**src/siq_pkg.sv**
```systemverilog
// shared codes, field widths and controller/datapath interface types
package siq_pkg;

  localparam int REQ_W   = 2;
  localparam int PHASE_W = 2;
  localparam int CODE_W  = 3;
  localparam int COUNT_W = 4;

  localparam logic [REQ_W-1:0] REQ_STATUS   = 2'd0;
  localparam logic [REQ_W-1:0] REQ_REGISTER = 2'd1;
  localparam logic [REQ_W-1:0] REQ_POP      = 2'd2;

  localparam logic [PHASE_W-1:0] PHASE_OTHER        = 2'd0;
  localparam logic [PHASE_W-1:0] PHASE_ESTABLISHING = 2'd1;
  localparam logic [PHASE_W-1:0] PHASE_ACTIVE       = 2'd2;

  localparam logic [CODE_W-1:0] CODE_NONE      = 3'd0;
  localparam logic [CODE_W-1:0] CODE_SEARCHING = 3'd1;
  localparam logic [CODE_W-1:0] CODE_HOME      = 3'd2;
  localparam logic [CODE_W-1:0] CODE_DEREG     = 3'd3;
  localparam logic [CODE_W-1:0] CODE_ATTACHING = 3'd4;
  localparam logic [CODE_W-1:0] CODE_ATTACHED  = 3'd5;
  localparam logic [CODE_W-1:0] CODE_DETACHED  = 3'd6;

  // commands from controller to datapath
  typedef struct packed {
    logic              accept;       // latch the input beat
    logic              push_en;      // enqueue push_code unless full
    logic [CODE_W-1:0] push_code;
    logic              pos_load;     // scan pointer to head
    logic              pos_advance;
    logic              rd_pos;       // read slot at scan pointer
    logic              rd_next;      // read slot after scan pointer
    logic              rd_head;
    logic              head_adv;
    logic              wr_shift;     // slot at scan pointer takes read data
    logic              tail_dec;
    logic              pop_cap;
    logic              prev_update;
    logic              load_out;
  } siq_cmd_t;

  // status from datapath to controller
  typedef struct packed {
    logic [REQ_W-1:0] req;
    logic             home_edge;
    logic             dereg_edge;
    logic             est_edge;
    logic             act_enter;
    logic             act_leave;
    logic             empty;
    logic             pos_at_tail;
    logic             next_at_tail;
    logic             rd_match;
    logic             out_free;
  } siq_stat_t;

endpackage

```
**src/status_indication_queue_core.sv**
```systemverilog
// top level of the status indication queue
//
// Input channel (in_valid / in_stall) carries one request per beat: a status
// update (registration bit and session phase), a register request, or a pop.
// Output channel (out_valid / out_stall) returns exactly one beat per request:
// the popped code (none for non-pop requests or an empty ring) and the number
// of codes left queued. The ring holds RING_SLOTS-1 codes; extra codes are
// dropped.
// One request is in flight at a time; in_stall is high from the accepting edge
// until the result is loaded into the output register. A register request or
// an unused kind goes from dispatch straight to finish; a pop reads the head
// slot and captures it unless the ring is empty. An active-phase edge adds a
// scan of the single-port slot memory: a search from the head for the oldest
// attaching code, then a shift of the later slots toward the head. The next
// request can be taken in the cycle after the result loads.
// The output register lets the next request be accepted while a result waits;
// a stalled result holds, and the controller waits before loading another.
// Reset empties the ring and sets the previous status to not registered,
// other phase; slot contents are not cleared and need no clearing pass.
module status_indication_queue_core
  import siq_pkg::*;
#(
  parameter int RING_SLOTS = 16
) (
  input  logic               clk,
  input  logic               rst,
  input  logic               in_valid,
  output logic               in_stall,
  input  logic [REQ_W-1:0]   req_type,
  input  logic               is_home,
  input  logic [PHASE_W-1:0] sm_phase,
  output logic               out_valid,
  input  logic               out_stall,
  output logic [CODE_W-1:0]  popped_code,
  output logic [COUNT_W-1:0] queued_count
);

  siq_cmd_t  cmd;
  siq_stat_t stat;

  siq_ctrl u_ctrl (
    .clk      (clk),
    .rst      (rst),
    .in_valid (in_valid),
    .in_stall (in_stall),
    .stat     (stat),
    .cmd      (cmd)
  );

  siq_dp #(
    .RING_SLOTS (RING_SLOTS)
  ) u_dp (
    .clk          (clk),
    .rst          (rst),
    .req_type     (req_type),
    .is_home      (is_home),
    .sm_phase     (sm_phase),
    .cmd          (cmd),
    .stat         (stat),
    .out_valid    (out_valid),
    .out_stall    (out_stall),
    .popped_code  (popped_code),
    .queued_count (queued_count)
  );

endmodule

```
**src/siq_ctrl.sv**
```systemverilog
// sequencing state machine for requests, search, shift and pop
module siq_ctrl
  import siq_pkg::*;
(
  input  logic      clk,
  input  logic      rst,
  input  logic      in_valid,
  output logic      in_stall,
  input  siq_stat_t stat,
  output siq_cmd_t  cmd
);

  typedef enum logic [11:0] {
    S_IDLE      = 12'b0000_0000_0001,
    S_DISPATCH  = 12'b0000_0000_0010,
    S_PUSH_REG  = 12'b0000_0000_0100,
    S_PUSH_EST  = 12'b0000_0000_1000,
    S_SRCH      = 12'b0000_0001_0000,
    S_SRCH_CHK  = 12'b0000_0010_0000,
    S_SHIFT     = 12'b0000_0100_0000,
    S_SHIFT_WR  = 12'b0000_1000_0000,
    S_PUSH_PH   = 12'b0001_0000_0000,
    S_POP       = 12'b0010_0000_0000,
    S_POP_CAP   = 12'b0100_0000_0000,
    S_FINISH    = 12'b1000_0000_0000
  } state_t;

  state_t state;
  state_t state_next;

  assign in_stall = (state != S_IDLE);

  always_ff @(posedge clk) begin
    if (rst) begin
      state <= S_IDLE;
    end else begin
      state <= state_next;
    end
  end

  always_comb begin
    cmd        = '0;
    state_next = state;
    unique case (state)
      S_IDLE: begin
        if (in_valid) begin
          cmd.accept = 1'b1;
          state_next = S_DISPATCH;
        end
      end
      S_DISPATCH: begin
        unique case (stat.req)
          REQ_STATUS: state_next = S_PUSH_REG;
          REQ_REGISTER: begin
            cmd.push_en   = 1'b1;
            cmd.push_code = CODE_SEARCHING;
            state_next    = S_FINISH;
          end
          REQ_POP: state_next = S_POP;
          default: state_next = S_FINISH;
        endcase
      end
      S_PUSH_REG: begin
        cmd.push_en   = stat.home_edge | stat.dereg_edge;
        cmd.push_code = stat.home_edge ? CODE_HOME : CODE_DEREG;
        state_next    = S_PUSH_EST;
      end
      S_PUSH_EST: begin
        cmd.push_en   = stat.est_edge;
        cmd.push_code = CODE_ATTACHING;
        if (stat.act_enter || stat.act_leave) begin
          cmd.pos_load = 1'b1;
          state_next   = S_SRCH;
        end else begin
          state_next = S_FINISH;
        end
      end
      S_SRCH: begin
        if (stat.pos_at_tail) begin
          state_next = S_PUSH_PH;
        end else begin
          cmd.rd_pos = 1'b1;
          state_next = S_SRCH_CHK;
        end
      end
      S_SRCH_CHK: begin
        if (stat.rd_match) begin
          state_next = S_SHIFT;
        end else begin
          cmd.pos_advance = 1'b1;
          state_next      = S_SRCH;
        end
      end
      S_SHIFT: begin
        if (stat.next_at_tail) begin
          cmd.tail_dec = 1'b1;
          state_next   = S_PUSH_PH;
        end else begin
          cmd.rd_next = 1'b1;
          state_next  = S_SHIFT_WR;
        end
      end
      S_SHIFT_WR: begin
        cmd.wr_shift    = 1'b1;
        cmd.pos_advance = 1'b1;
        state_next      = S_SHIFT;
      end
      S_PUSH_PH: begin
        cmd.push_en   = 1'b1;
        cmd.push_code = stat.act_enter ? CODE_ATTACHED : CODE_DETACHED;
        state_next    = S_FINISH;
      end
      S_POP: begin
        if (stat.empty) begin
          state_next = S_FINISH;
        end else begin
          cmd.rd_head  = 1'b1;
          cmd.head_adv = 1'b1;
          state_next   = S_POP_CAP;
        end
      end
      S_POP_CAP: begin
        cmd.pop_cap = 1'b1;
        state_next  = S_FINISH;
      end
      S_FINISH: begin
        if (stat.out_free) begin
          cmd.load_out    = 1'b1;
          cmd.prev_update = (stat.req == REQ_STATUS);
          state_next      = S_IDLE;
        end
      end
      default: state_next = S_IDLE;
    endcase
  end

endmodule

```
**src/siq_dp.sv**
```systemverilog
// ring memory, pointers, edge detection and output register
module siq_dp
  import siq_pkg::*;
#(
  parameter int RING_SLOTS = 16
) (
  input  logic               clk,
  input  logic               rst,
  input  logic [REQ_W-1:0]   req_type,
  input  logic               is_home,
  input  logic [PHASE_W-1:0] sm_phase,
  input  siq_cmd_t           cmd,
  output siq_stat_t          stat,
  output logic               out_valid,
  input  logic               out_stall,
  output logic [CODE_W-1:0]  popped_code,
  output logic [COUNT_W-1:0] queued_count
);

  localparam int PW = $clog2(RING_SLOTS);
  localparam logic [PW-1:0] LAST = PW'(RING_SLOTS - 1);

  logic [CODE_W-1:0]  mem [RING_SLOTS];
  logic [CODE_W-1:0]  rd_data;
  logic [PW-1:0]      head;
  logic [PW-1:0]      tail;
  logic [PW-1:0]      pos;
  logic               prev_reg;
  logic [PHASE_W-1:0] prev_phase;
  logic [REQ_W-1:0]   req_q;
  logic               reg_q;
  logic [PHASE_W-1:0] phase_q;
  logic [CODE_W-1:0]  popped;

  logic [PW-1:0]      head_next;
  logic [PW-1:0]      tail_next;
  logic [PW-1:0]      pos_next;
  logic [PW-1:0]      tail_prev;
  logic               full;
  logic               push_ok;
  logic               wr_en;
  logic [PW-1:0]      wr_addr;
  logic [CODE_W-1:0]  wr_data;
  logic               rd_en;
  logic [PW-1:0]      rd_addr;
  logic [PW:0]        count_wide;
  logic [PW-1:0]      count;
  logic [PW+COUNT_W:0] count_ext;

  assign head_next = (head == LAST) ? '0 : head + 1'b1;
  assign tail_next = (tail == LAST) ? '0 : tail + 1'b1;
  assign pos_next  = (pos == LAST) ? '0 : pos + 1'b1;
  assign tail_prev = (tail == '0) ? LAST : tail - 1'b1;

  assign full    = (tail_next == head);
  assign push_ok = cmd.push_en && !full;

  assign wr_en   = push_ok || cmd.wr_shift;
  assign wr_addr = cmd.wr_shift ? pos : tail;
  assign wr_data = cmd.wr_shift ? rd_data : cmd.push_code;

  assign rd_en = cmd.rd_pos || cmd.rd_next || cmd.rd_head;
  always_comb begin
    priority if (cmd.rd_head) begin
      rd_addr = head;
    end else if (cmd.rd_next) begin
      rd_addr = pos_next;
    end else begin
      rd_addr = pos;
    end
  end

  always_ff @(posedge clk) begin
    if (wr_en) begin
      mem[wr_addr] <= wr_data;
    end
    if (rd_en) begin
      rd_data <= mem[rd_addr];
    end
  end

  // ring pointers and previous status
  always_ff @(posedge clk) begin
    if (rst) begin
      head       <= '0;
      tail       <= '0;
      prev_reg   <= 1'b0;
      prev_phase <= PHASE_OTHER;
    end else begin
      if (cmd.head_adv) begin
        head <= head_next;
      end
      if (push_ok) begin
        tail <= tail_next;
      end else if (cmd.tail_dec) begin
        tail <= tail_prev;
      end
      if (cmd.prev_update) begin
        prev_reg   <= reg_q;
        prev_phase <= phase_q;
      end
    end
  end

  // latched request and scan pointer
  always_ff @(posedge clk) begin
    if (cmd.accept) begin
      req_q   <= req_type;
      reg_q   <= is_home;
      phase_q <= (sm_phase > PHASE_ACTIVE) ? PHASE_OTHER : sm_phase;
      popped  <= CODE_NONE;
    end else if (cmd.pop_cap) begin
      popped <= rd_data;
    end
    if (cmd.pos_load) begin
      pos <= head;
    end else if (cmd.pos_advance) begin
      pos <= pos_next;
    end
  end

  assign count_wide = (tail < head) ? ({1'b0, tail} + (PW+1)'(RING_SLOTS) - {1'b0, head})
                                    : ({1'b0, tail} - {1'b0, head});
  assign count     = count_wide[PW-1:0];
  assign count_ext = (PW+COUNT_W+1)'(count);

  // output register
  always_ff @(posedge clk) begin
    if (rst) begin
      out_valid <= 1'b0;
    end else if (cmd.load_out) begin
      out_valid <= 1'b1;
    end else if (!out_stall) begin
      out_valid <= 1'b0;
    end
  end

  always_ff @(posedge clk) begin
    if (cmd.load_out) begin
      popped_code  <= popped;
      queued_count <= count_ext[COUNT_W-1:0];
    end
  end

  always_comb begin
    stat              = '0;
    stat.req          = req_q;
    stat.home_edge    = !prev_reg && reg_q;
    stat.dereg_edge   = prev_reg && !reg_q;
    stat.est_edge     = (prev_phase != PHASE_ESTABLISHING) && (phase_q == PHASE_ESTABLISHING);
    stat.act_enter    = (prev_phase != PHASE_ACTIVE) && (phase_q == PHASE_ACTIVE);
    stat.act_leave    = (prev_phase == PHASE_ACTIVE) && (phase_q != PHASE_ACTIVE);
    stat.empty        = (head == tail);
    stat.pos_at_tail  = (pos == tail);
    stat.next_at_tail = (pos_next == tail);
    stat.rd_match     = (rd_data == CODE_ATTACHING);
    stat.out_free     = !out_valid || !out_stall;
  end

endmodule

```
**config.mk**
```make
export PLATFORM = sky130hd
export DESIGN_NAME = status_indication_queue_core
export DESIGN_NICKNAME = d
export VERILOG_FILES = /design/src/siq_pkg.sv /design/src/status_indication_queue_core.sv /design/src/siq_ctrl.sv /design/src/siq_dp.sv
export SDC_FILE = /design/constraint.sdc
export NUM_CORES = 1
export LEC_CHECK = 0
export ABC_AREA = 1
export BUFFER_PORTS_ARGS = -buffer_cell sky130_fd_sc_hd__buf_4
export CAP_MARGIN = 20
export CORE_MARGIN = 2
export CORE_UTILIZATION = 40
export CTS_BUF_LIST = sky130_fd_sc_hd__clkbuf_16
export CTS_CLUSTER_SIZE = 25
export DETAILED_ROUTE_END_ITERATION = 10
export HOLD_SLACK_MARGIN = 0.03
export PLACE_DENSITY = 0.66
export SKIP_LAST_GASP = 1
export SYNTH_ARGS = -nofsm -noshare
export SYNTH_HDL_FRONTEND = slang
export SYNTH_SLANG_ARGS = --single-unit
```
**constraint.sdc**
```tcl
create_clock -name clk -period 6.2 [get_ports clk]
set_clock_uncertainty 0.2 [all_clocks]
set_input_delay 0.93 -clock clk [delete_from_list [all_inputs] [get_ports clk]]
set_output_delay 0.93 -clock clk [all_outputs]
set_load 0.1 [all_outputs]
```
==> impl_metrics.yaml, run 1 <==
setup_path:
  cp_common_cell: "nand3_1"
  critPathLaunchType: "flip-flop"
  arrival_ps: 3090
  r2r_slack_ps: 3020
  worstSetupEndpointType: "flip-flop"
  slowest_stage: "dfxtp_1"
  required_ps: 6110
  cp_cell_sequence: "inv_1 -> ha_1 -> nand4_1 -> nand3_2 -> inv_2 -> nand2_2 -> nand2_4 -> nand2_1 -> nand3_1 -> nand3_1 -> nand3_1 -> nand2_1"
  crit_type: "reg2reg"
  reg2reg_from: "u_dp.tail[0]"
  max_stage_delay_ps: 470
  crit_path_max_fanout: 26
  startpoint: "u_dp.tail[0]"
clocking:
  ctsHoldBuffers: 0
  cts_buffers: 9
  htree_levels: 3
  postCtsSetupBuffers: 0
  post_cts_resized: 0
  cts_tree: "built"
  clk_pin_slew_ps: 70
  cts-root-buf: "clkbuf_16"
  cts_max_path_buffers: 2
  insertion_delay_ps: 350
  cts.sinks: 94
synth:
  synth_area_per_cell_sq_um: 8.87
  synth_cell_types: 40
  ys_seq_elements: 94
  synth-main-ff-cell: "edfxtp_1"
  synthCells: 548
  yosys_warnings: 0
  yosysSeqAreaShare_pct: 52.5
  synth_area_leaders: "edfxtp_1 41%, dfxtp_1 11%, nand3_1 8.2%, nand2_1 6.7%, inv_1 6.6%"
  async_flop_share_pct: 0
  yosysTopAreaCellShare_pct: 41.4
  syn-num-nets: 568
  synth_edf_count: 67
  synth_area_sq_um: 4860
  yosysTopAreaCell: "edfxtp_1"
floorplan:
  pin_count: 18
  core_area_sq_um: 11900
  dieArea_sq_um: 13000
  die_h_um: 114
  initial_utilization_pct: 40.8
  die_x_um: 114
  std_cell_rows: 40
timing:
  hold_viol: 0
  worst_slew_pin_slew_ps: 669
  finalSetupViolations: 0
  finalCriticalPeriod_ps: 3180
  layout_setup_ws_ps: 3020
  setup_tns_ps: 0
  grt_setup_unrepaired: "false"
  fin_crit_sh_pct: 51.2
  max_clock_freq_mhz: 315
  maxSlewHeadroom_pct: 55.3
  slew_viol_final: 0
detailed_routing:
  drc: 0
  drtPass1Iterations: 4
  drt_iter0_drc: 327
  vias: 3732
  drt-total-wl_um: 10700
  viasPerCell: 5.20
  drtAntennaViolNets: 0
  wl_per_cell_um: 14.8
cells_and_area:
  largest_register_ffs: 48
  n_antenna_cell: 0
  drive_gt1_share_pct: 11.2
  largest-register: "u_dp.mem"
  reg_top3: "u_dp.mem: 48 flops, u_ctrl.state: 12 flops"
  nets: 586
  area_delta_synth_final_pct: 11.5
pwr:
  intPower_uw: 1040
  power_frac_comb_pct: 3.7
  p_per_area_nw_per_um2: 241
  swShare_pct: 20.7
  peakVddDrop_mv: 0.142
  switching_power_uw: 270
  p_clk_share_pct: 44.6
  p_seq_share_pct: 51.7
  p_leak_uw: 0.00233
global_routing:
  grt_max_degree: 27
  antenna_found_initial: 0
  globalRouteOverflowTotal: 0
  grt_pass1_vias: 3582
  grt_pass1_wl_um: 17500
  gr-usage-all-layers_pct: 17.3
placed_design:
  port_buffers: 17
  dp_slack_ps: 3020
  hpwl_um: 7830
  routabilityCongestion: 0.943
hold_path:
  holdCritStartpoint: "u_dp.popped[2]"
  hold_path.class: "reg2reg"
run_status:
  status: "complete, no violations"
run:
  max-cap-violations: 0
-- cells by family (layout without fill, tap and decap cells) --
family                     after synthesis  in the layout  synth area share (%)
buffers and inverters                  104            127                  8.91
AOI/OAI and AO/OA                       53             53                  6.39
and+or+nand+nor                        274            274                  27.0
DFF                                     94             94                  52.5
adders and majority gates               11             11                  2.99
xor gates and xnor gates                11             11                  1.98
muxes                                    1              1                 0.206
-- critical path, delay by kind of cell (launching register included) --
kind	cells	cell delay [ps]
flops	1	470
simple gates	9	1540
buf+inv	2	350
fa+ha+maj	1	350
-- path summary, 6_finish.rpt --
check | endpoint | cells after the start
setup / recovery | u_dp.rd_data[2] | 12
hold / removal | u_dp.popped_code[2] | 0
setup reg to reg | u_dp.rd_data[2] | 12
hold reg to reg | u_dp.popped_code[2] | 0
-- routing by layer --
layer  share of wire (%)  routed length [um]  track usage [%]  vias to the layer above
met5                   0                   0                0                        -
met4                0.85                  91             4.39                        0
met3                 4.5                 476             5.51                       11
met2                  48                5120             29.4                       83
met1                  47                4970             21.5                     1763
li1                    -                   -                -                     1875
-- power by group through the flow --
stage | Clock [uW] | Sequential [uW] | Combinational, uW
floorplan | 0 | 687 | 34.7
global placement | 0 | 688 | 47.9
detailed placement | 0 | 689 | 48.8
CTS | 593 | 675 | 49.0
global route | 614 | 675 | 54.3
finish | 582 | 675 | 49.0
-- metrics by stage --
step	power (uW)	utilization, %	std cells	hold slack [ps]	instance area [sq um]
6_report	1310	45.5	718	236	5420
5_1_grt	1340	45.5	718	254	5420
4_1_cts	1320	45.5	718	234	5420
3_5_place_dp	737	42.8	702	218	5100
3_3_place_gp	736	42.8	702	215	5100
2_1_floorplan	722	-	548	208	4860
-- layout make-up --
class / count / area [sq um]
flip-flops and latches: 94 / 2550
inverters: 91 / 343
repair buffers: 20 / 150
well taps: 147 / 184
fillers: 1141 / 6490
multi-input cells: 350 / 1870
clock buffers: 9 / 225
clock inverters: 7 / 88.8
-- synth_stat cells, types with 3 or more instances --
cell type / n
nand3b_1: 9
buf_2: 5
nor3_1: 9
ha_1: 10
nand3_2: 3
nor2_1: 48
inv_2: 4
nand2_1: 87
edfxtp_1: 67
nor2_2: 4
nand3_1: 80
nand2_2: 11
o2111ai_1: 3
buf_6: 3
o21ai_0: 19
dfxtp_1: 27
a21oi_1: 22
xor2_1: 5
nand4_1: 10
xnor2_1: 6
buf_4: 3
nor4_1: 5
or2_2: 3
inv_1: 85
-- cells in the final DEF (no fill, tap or decap), types with 4 or more instances in the layout --
cell        n
nand3b_1    9
inv_2       4
o21ai_0    19
xnor2_1     6
nand3_1    80
buf_4      20
ha_1       10
a21oi_1    22
clkbuf_16   9
nor2_2      4
nand4_1    10
inv_1      86
nor2_1     48
nand2_1    87
nand2_2    11
xor2_1      5
dfxtp_1    27
nor3_1      9
edfxtp_1   67
nor4_1      5
(Power assumes the default switching activity.)
==> run 2, diff against run 1 <==
--- a/config.mk
+++ b/config.mk
@@ -5,7 +5,7 @@
 export SDC_FILE = /design/constraint.sdc
 export NUM_CORES = 1
 export LEC_CHECK = 0
-export ABC_AREA = 1
+export ABC_AREA = 0
 export BUFFER_PORTS_ARGS = -buffer_cell sky130_fd_sc_hd__buf_4
 export CAP_MARGIN = 20
 export CORE_MARGIN = 2
@@ -14,7 +14,7 @@
 export CTS_CLUSTER_SIZE = 25
 export DETAILED_ROUTE_END_ITERATION = 10
 export HOLD_SLACK_MARGIN = 0.03
-export PLACE_DENSITY = 0.66
+export PLACE_DENSITY = 0.68
 export SKIP_LAST_GASP = 1
 export SYNTH_ARGS = -nofsm -noshare
 export SYNTH_HDL_FRONTEND = slang
==> constraint.sdc (replaced) <==
create_clock -name clk -period 2.9 [get_ports clk]
set_clock_uncertainty 0.2 [all_clocks]
set_input_delay 0.435 -clock clk [delete_from_list [all_inputs] [get_ports clk]]
set_output_delay 0.435 -clock clk [all_outputs]
set_load 0.1 [all_outputs]
==> impl_metrics.yaml, run 2 <==
synth:
  synth_edf_count: 67
  synth-main-ff-cell: "edfxtp_1"
  synth_area_leaders: "edfxtp_1 41%, dfxtp_1 11%, nor2_1 4.2%, mux2i_1 3.5%, ha_1 2.5%"
  yosysTopAreaCellShare_pct: 40.9
  syn-num-nets: 471
  ys_seq_elements: 94
  synthCells: 451
  synth_area_sq_um: 4920
  synth_cell_types: 62
  yosysMostFrequentCell: "edfxtp_1"
  yosysSeqAreaShare_pct: 51.9
  yosysTopAreaCell: "edfxtp_1"
  synthTopCellsByCount: "67 x edfxtp_1, 55 x nor2_1, 27 x dfxtp_1"
  synth_area_per_cell_sq_um: 10.9
  yosys_warnings: 0
  async_flop_share_pct: 0
detailed_routing:
  drc: 0
  vias: 4157
  drtPass1Iterations: 5
  wl_per_cell_um: 18.5
  drtAntennaViolNets: 0
  drt_iter0_drc: 441
  drt-total-wl_um: 13400
  viasPerCell: 5.73
global_routing:
  busiest_layer: "met2"
  grt_pass1_wl_um: 20900
  use_met2_pct: 34.4
  globalRouteOverflowTotal: 0
  antenna_found_initial: 0
  grt_max_degree: 25
  gr-usage-all-layers_pct: 20.9
  use_met3_pct: 4.16
  grt_pass1_vias: 3927
  use_met1_pct: 27.6
floorplan:
  die_h_um: 115
  core_area_sq_um: 12000
  initial_utilization_pct: 41.0
  std_cell_rows: 40
  die_x_um: 115
  pin_count: 18
  dieArea_sq_um: 13200
clocking:
  cts-root-buf: "clkbuf_16"
  htree_levels: 3
  cts_tree: "built"
  insertion_delay_ps: 350
  cts_buffers: 9
  clk_pin_slew_ps: 70
  cts_max_path_buffers: 2
  ctsHoldBuffers: 0
  cts.sinks: 94
timing:
  maxSlewHeadroom_pct: 54.7
  worst_slew_pin_slew_ps: 677
  grt_setup_unrepaired: "true"
  hold_viol: 0
  whs_ps: 58.1
  slew_viol_final: 0
  layout_setup_ws_ps: -315
  finalCriticalPeriod_ps: 3210
  finalSetupViolations: 12
  setup_tns_ps: -1240
  fin_crit_sh_pct: 111
  max_clock_freq_mhz: 311
placed_design:
  port_buffers: 17
  hpwl_um: 9550
  routabilityCongestion: 0.909
  post_dp_cell_area_sq_um: 6070
cells_and_area:
  reg_top3: "u_dp.mem: 48 flops, u_ctrl.state: 12 flops"
  drive_gt1_share_pct: 40.8
  final_cell_mix: "128 x buf_4, 67 x edfxtp_1, 37 x nor2_1"
  largest_register_ffs: 48
  final_core_util_pct: 57.8
  nets: 593
  n_antenna_cell: 0
  post-route-cell-area_sq_um: 6940
  largest-register: "u_dp.mem"
  fillCellCount: 953
  area_delta_synth_final_pct: 40.9
  final_common_cell: "buf_4"
setup_path:
  required_ps: 2780
  cp_common_cell: "a2111oi_4"
  crit_path_max_fanout: 9
  path_buf_inv: 2
  slowest_stage: "or4_4"
  max_stage_delay_ps: 540
  arrival_ps: 3100
  worstSetupEndpointType: "flip-flop"
  crit_type: "reg2reg"
  cp_cell_sequence: "ha_4 -> inv_2 -> a311oi_4 -> xnor2_2 -> buf_4 -> or4_4 -> nand4_1 -> a2111oi_4 -> a2111oi_4 -> nand3_1"
  critPathLaunchType: "flip-flop"
  cp_top_family: "compound AO/OA/AOI/OAI gates"
pwr:
  p_leak_uw: 0.00258
  p_per_area_nw_per_um2: 412
  power_uw: 2860
  peakVddDrop_mv: 0.263
run_status:
  violations: "setup timing"
  status: "complete, but fails checks"
hold_path:
  hold_path.class: "in2reg"
run:
  max-cap-violations: 0
==> run 2: cell types whose count changed in the layout (fill, tap and decap cells not counted), moves of 13 or more <==
cell	before	now
nor2_4	0	15
mux2i_1	1	17
nand2_1	87	20
buf_4	20	128
nand3_1	80	10
o21ai_0	19	2
nor2b_1	0	13
inv_1	86	18
==> run 2: layout make-up <==
| type | instances | area [sq um] | share of cell area, % |
|---|---|---|---|
| Multi-Input combinational cell | 314 | 2760 | 39.8 |
| Sequential cell | 94 | 2560 | 36.9 |
| Timing Repair Buffer | 134 | 1040 | 15.0 |
| Clock buffer | 9 | 225 | 3.25 |
| Tap cell | 147 | 184 | 2.65 |
| Clock inverter | 7 | 97.6 | 1.41 |
| Inverter | 20 | 75.1 | 1.08 |
==> run 2: worst paths after layout <==
kind                    endpoint           start  depth (start not counted)  slack (ps)
max              u_dp.rd_data[2]     u_dp.pos[1]                         10        -310
min                u_dp.req_q[1]     req_type[1]                          1          60
max reg2reg      u_dp.rd_data[2]     u_dp.pos[1]                         10        -310
min reg2reg  u_dp.popped_code[0]  u_dp.popped[0]                          0         240
==> run 2: routing by layer <==
layer | vias to the layer above | wire length (um)
met5 | - | 0
met1 | 2039 | 5910
met3 | 22 | 631
met2 | 122 | 6590
met4 | 0 | 296
li1 | 1974 | -
==> run 2: stage by stage <==
stage,std cells,worst slack [ps]
after detailed placement,693,-324
final,725,-315
after floorplan,451,-252
after global placement,693,-272
after global routing,725,-443
after CTS,718,-206
==> run 2: cell families (layout without fill, tap and decap cells) <==
logic type	after synthesis	in the layout	synth area share, %
AO/OA/AOI/OAI	93	93	14.3
XOR/XNOR	19	19	3.53
adder cells (fa/ha/maj)	11	11	2.95
buffers and inverters	43	170	3.76
flip-flops	94	94	51.9
multiplexers	23	23	4.83
AND/OR/NAND/NOR	168	168	18.8
==> run 2: worst register-to-register path, stage by stage (launching register included) <==
cell,delay [ps]
edfxtp_1,440
ha_4,210
inv_2,60
a311oi_4,430
xnor2_2,150
buf_4,170
or4_4,540
nand4_1,160
a2111oi_4,110
a2111oi_4,330
nand3_1,150
==> run 2: repair_timing <==
item | 4_1_cts | 5_1_grt
setup endpoints to repair | 51 | 52
gates resized for setup | 56 | 28
endpoints found under the hold margin | 0 | 0
setup buffers | 9 | 9
pin swaps | 22 | 24
==> run 2: power breakdown <==
| part | switching, uW | leakage (uW) | internal (uW) | total (uW) |
|---|---|---|---|---|
| logic | 78.2 | 0.00161 | 49.8 | 128 |
| registers | 8.09 | 0.000819 | 1430 | 1440 |
| clock network | 529 | 0.000154 | 759 | 1290 |
| total | 616 | 0.00258 | 2240 | 2860 |
==> run 3, diff against run 2 <==
--- a/config.mk
+++ b/config.mk
@@ -15,7 +15,6 @@
 export DETAILED_ROUTE_END_ITERATION = 10
 export HOLD_SLACK_MARGIN = 0.03
 export PLACE_DENSITY = 0.68
-export SKIP_LAST_GASP = 1
 export SYNTH_ARGS = -nofsm -noshare
 export SYNTH_HDL_FRONTEND = slang
 export SYNTH_SLANG_ARGS = --single-unit
==> impl_metrics.yaml, run 3 (synthesis gave the netlist of run 2 again) <==
run:
  max-cap-violations: 0
detailed_routing:
  drt-total-wl_um: 13700
  drt_iter0_drc: 434
  drtPass1Iterations: 5
  drtAntennaViolNets: 0
  vias: 4175
  wl_per_cell_um: 18.9
  viasPerCell: 5.76
  drc: 0
setup_path:
  crit_type: "reg2reg"
  crit_path_max_fanout: 9
  cp_common_cell: "a2111oi_4"
  max_stage_delay_ps: 540
  required_ps: 2780
  path_buf_inv: 2
  cp_top_family: "compound AO/OA/AOI/OAI gates"
  arrival_ps: 3080
  slowest_stage: "or4_4"
  worstSetupEndpointType: "flip-flop"
  cp_cell_sequence: "ha_4 -> inv_4 -> a311oi_4 -> xnor2_2 -> buf_4 -> or4_4 -> nand4_1 -> a2111oi_4 -> a2111oi_4 -> nand3_1"
  critPathLaunchType: "flip-flop"
placed_design:
  routabilityCongestion: 0.909
  hpwl_um: 9550
  post_dp_cell_area_sq_um: 6070
  port_buffers: 17
clocking:
  cts.sinks: 94
  cts_max_path_buffers: 2
  cts-root-buf: "clkbuf_16"
  cts_tree: "built"
  htree_levels: 3
  cts_buffers: 9
  clk_pin_slew_ps: 70
  insertion_delay_ps: 350
  ctsHoldBuffers: 0
global_routing:
  gr-usage-all-layers_pct: 20.9
  antenna_found_initial: 0
  grt_pass1_vias: 3927
  grt_pass1_wl_um: 20900
  globalRouteOverflowTotal: 0
  grt_max_degree: 25
timing:
  fin_crit_sh_pct: 110
  finalSetupViolations: 9
  worst_slew_pin_slew_ps: 647
  finalCriticalPeriod_ps: 3200
  layout_setup_ws_ps: -302
  maxSlewHeadroom_pct: 56.8
  slew_viol_final: 0
  max_clock_freq_mhz: 312
  hold_viol: 0
  grt_setup_unrepaired: "true"
  whs_ps: 58.9
pwr:
  switching_power_uw: 615
  swShare_pct: 21.5
  p_per_area_nw_per_um2: 411
  intPower_uw: 2240
  p_leak_uw: 0.00258
  power_frac_comb_pct: 4.5
  p_seq_share_pct: 50.5
  p_clk_share_pct: 45.0
  peakVddDrop_mv: 0.264
cells_and_area:
  n_antenna_cell: 0
  final_cell_mix: "127 x buf_4, 67 x edfxtp_1, 37 x nor2_1"
  area_delta_synth_final_pct: 41.3
  nets: 593
  reg_top3: "u_dp.mem: 48 flops, u_ctrl.state: 12 flops"
  largest-register: "u_dp.mem"
  final_common_cell: "buf_4"
  post-route-cell-area_sq_um: 6960
  drive_gt1_share_pct: 40.8
  largest_register_ffs: 48
floorplan:
  pin_count: 18
  die_x_um: 115
  die_h_um: 115
  core_area_sq_um: 12000
  dieArea_sq_um: 13200
  std_cell_rows: 40
  initial_utilization_pct: 41.0
hold_path:
  hold_path.class: "in2reg"
run_status:
  violations: "setup timing"
  status: "complete, but fails checks"
-- run 3: changes by cell type in the layout (fill, tap and decap cells not counted) --
cell / previous run / this run
buf_4: 128 / 127
nor2_4: 15 / 16
buf_6: 5 / 6
inv_2: 2 / 1
inv_4: 0 / 1
nor2_2: 3 / 2
a31oi_4: 4 / 5
a31oi_2: 2 / 1
-- run 3: path summary, 6_finish.rpt --
check	slack, ps	depth (start not counted)	from	endpoint
worst min-delay path	60	1	req_type[1]	u_dp.req_q[1]
worst max-delay path	-300	10	u_dp.pos[1]	u_dp.rd_data[2]
worst min register to register	240	0	u_dp.popped[2]	u_dp.popped_code[2]
worst max register to register	-300	10	u_dp.pos[1]	u_dp.rd_data[2]
-- run 3: what timing repair did --
action	CTS	global route
setup endpoints to repair	51	52
setup buffers	9	9
pin swaps	22	24
gates resized for setup	56	32
-- run 3: layout make-up --
class	instances	area [sq um]
inverters	20	77.6
flip-flops and latches	94	2560
clock inverters	7	97.6
fillers	947	5050
repair buffers	134	1040
clock buffers	9	225
well taps	147	184
multi-input cells	314	2780
-- run 3: routing by layer --
| layer | up-vias | wire length (um) | global-route usage, % |
|---|---|---|---|
| met2 | 131 | 6770 | 34.4 |
| li1 | 1971 | - | - |
| met5 | - | 0 | 0 |
| met4 | 0 | 250 | 7.47 |
| met3 | 19 | 750 | 4.16 |
| met1 | 2054 | 5900 | 27.6 |
-- run 3: stage by stage --
step | TNS (ps) | util (%) | instances | setup WS (ps) | total power, uW
2_1_floorplan | -2250 | - | 451 | -252 | 1540
3_3_place_gp | -6680 | 50.5 | 693 | -272 | 1580
3_5_place_dp | -8090 | 50.5 | 693 | -324 | 1590
4_1_cts | -644 | 56.1 | 718 | -206 | 2870
5_1_grt | -3570 | 57.9 | 725 | -466 | 2940
6_report | -1110 | 57.9 | 725 | -302 | 2860
-- run 3: worst register-to-register path, delay by kind of cell, from the launching register on --
family	cells	cell delay [ps]
AO/OA/AOI/OAI	3	860
AND/OR/NAND/NOR	3	850
flip-flops	1	440
buffers and inverters	2	220
adder cells (fa/ha/maj)	1	220
XOR/XNOR	1	150
-- run 3: power groups by stage --
stage	registers [uW]	clock network, uW	logic (uW)
2_1_floorplan	1470	0	68.4
6_report	1440	1290	128
4_1_cts	1440	1310	122
5_1_grt	1440	1360	138
3_5_place_dp	1470	0	118
3_3_place_gp	1470	0	115
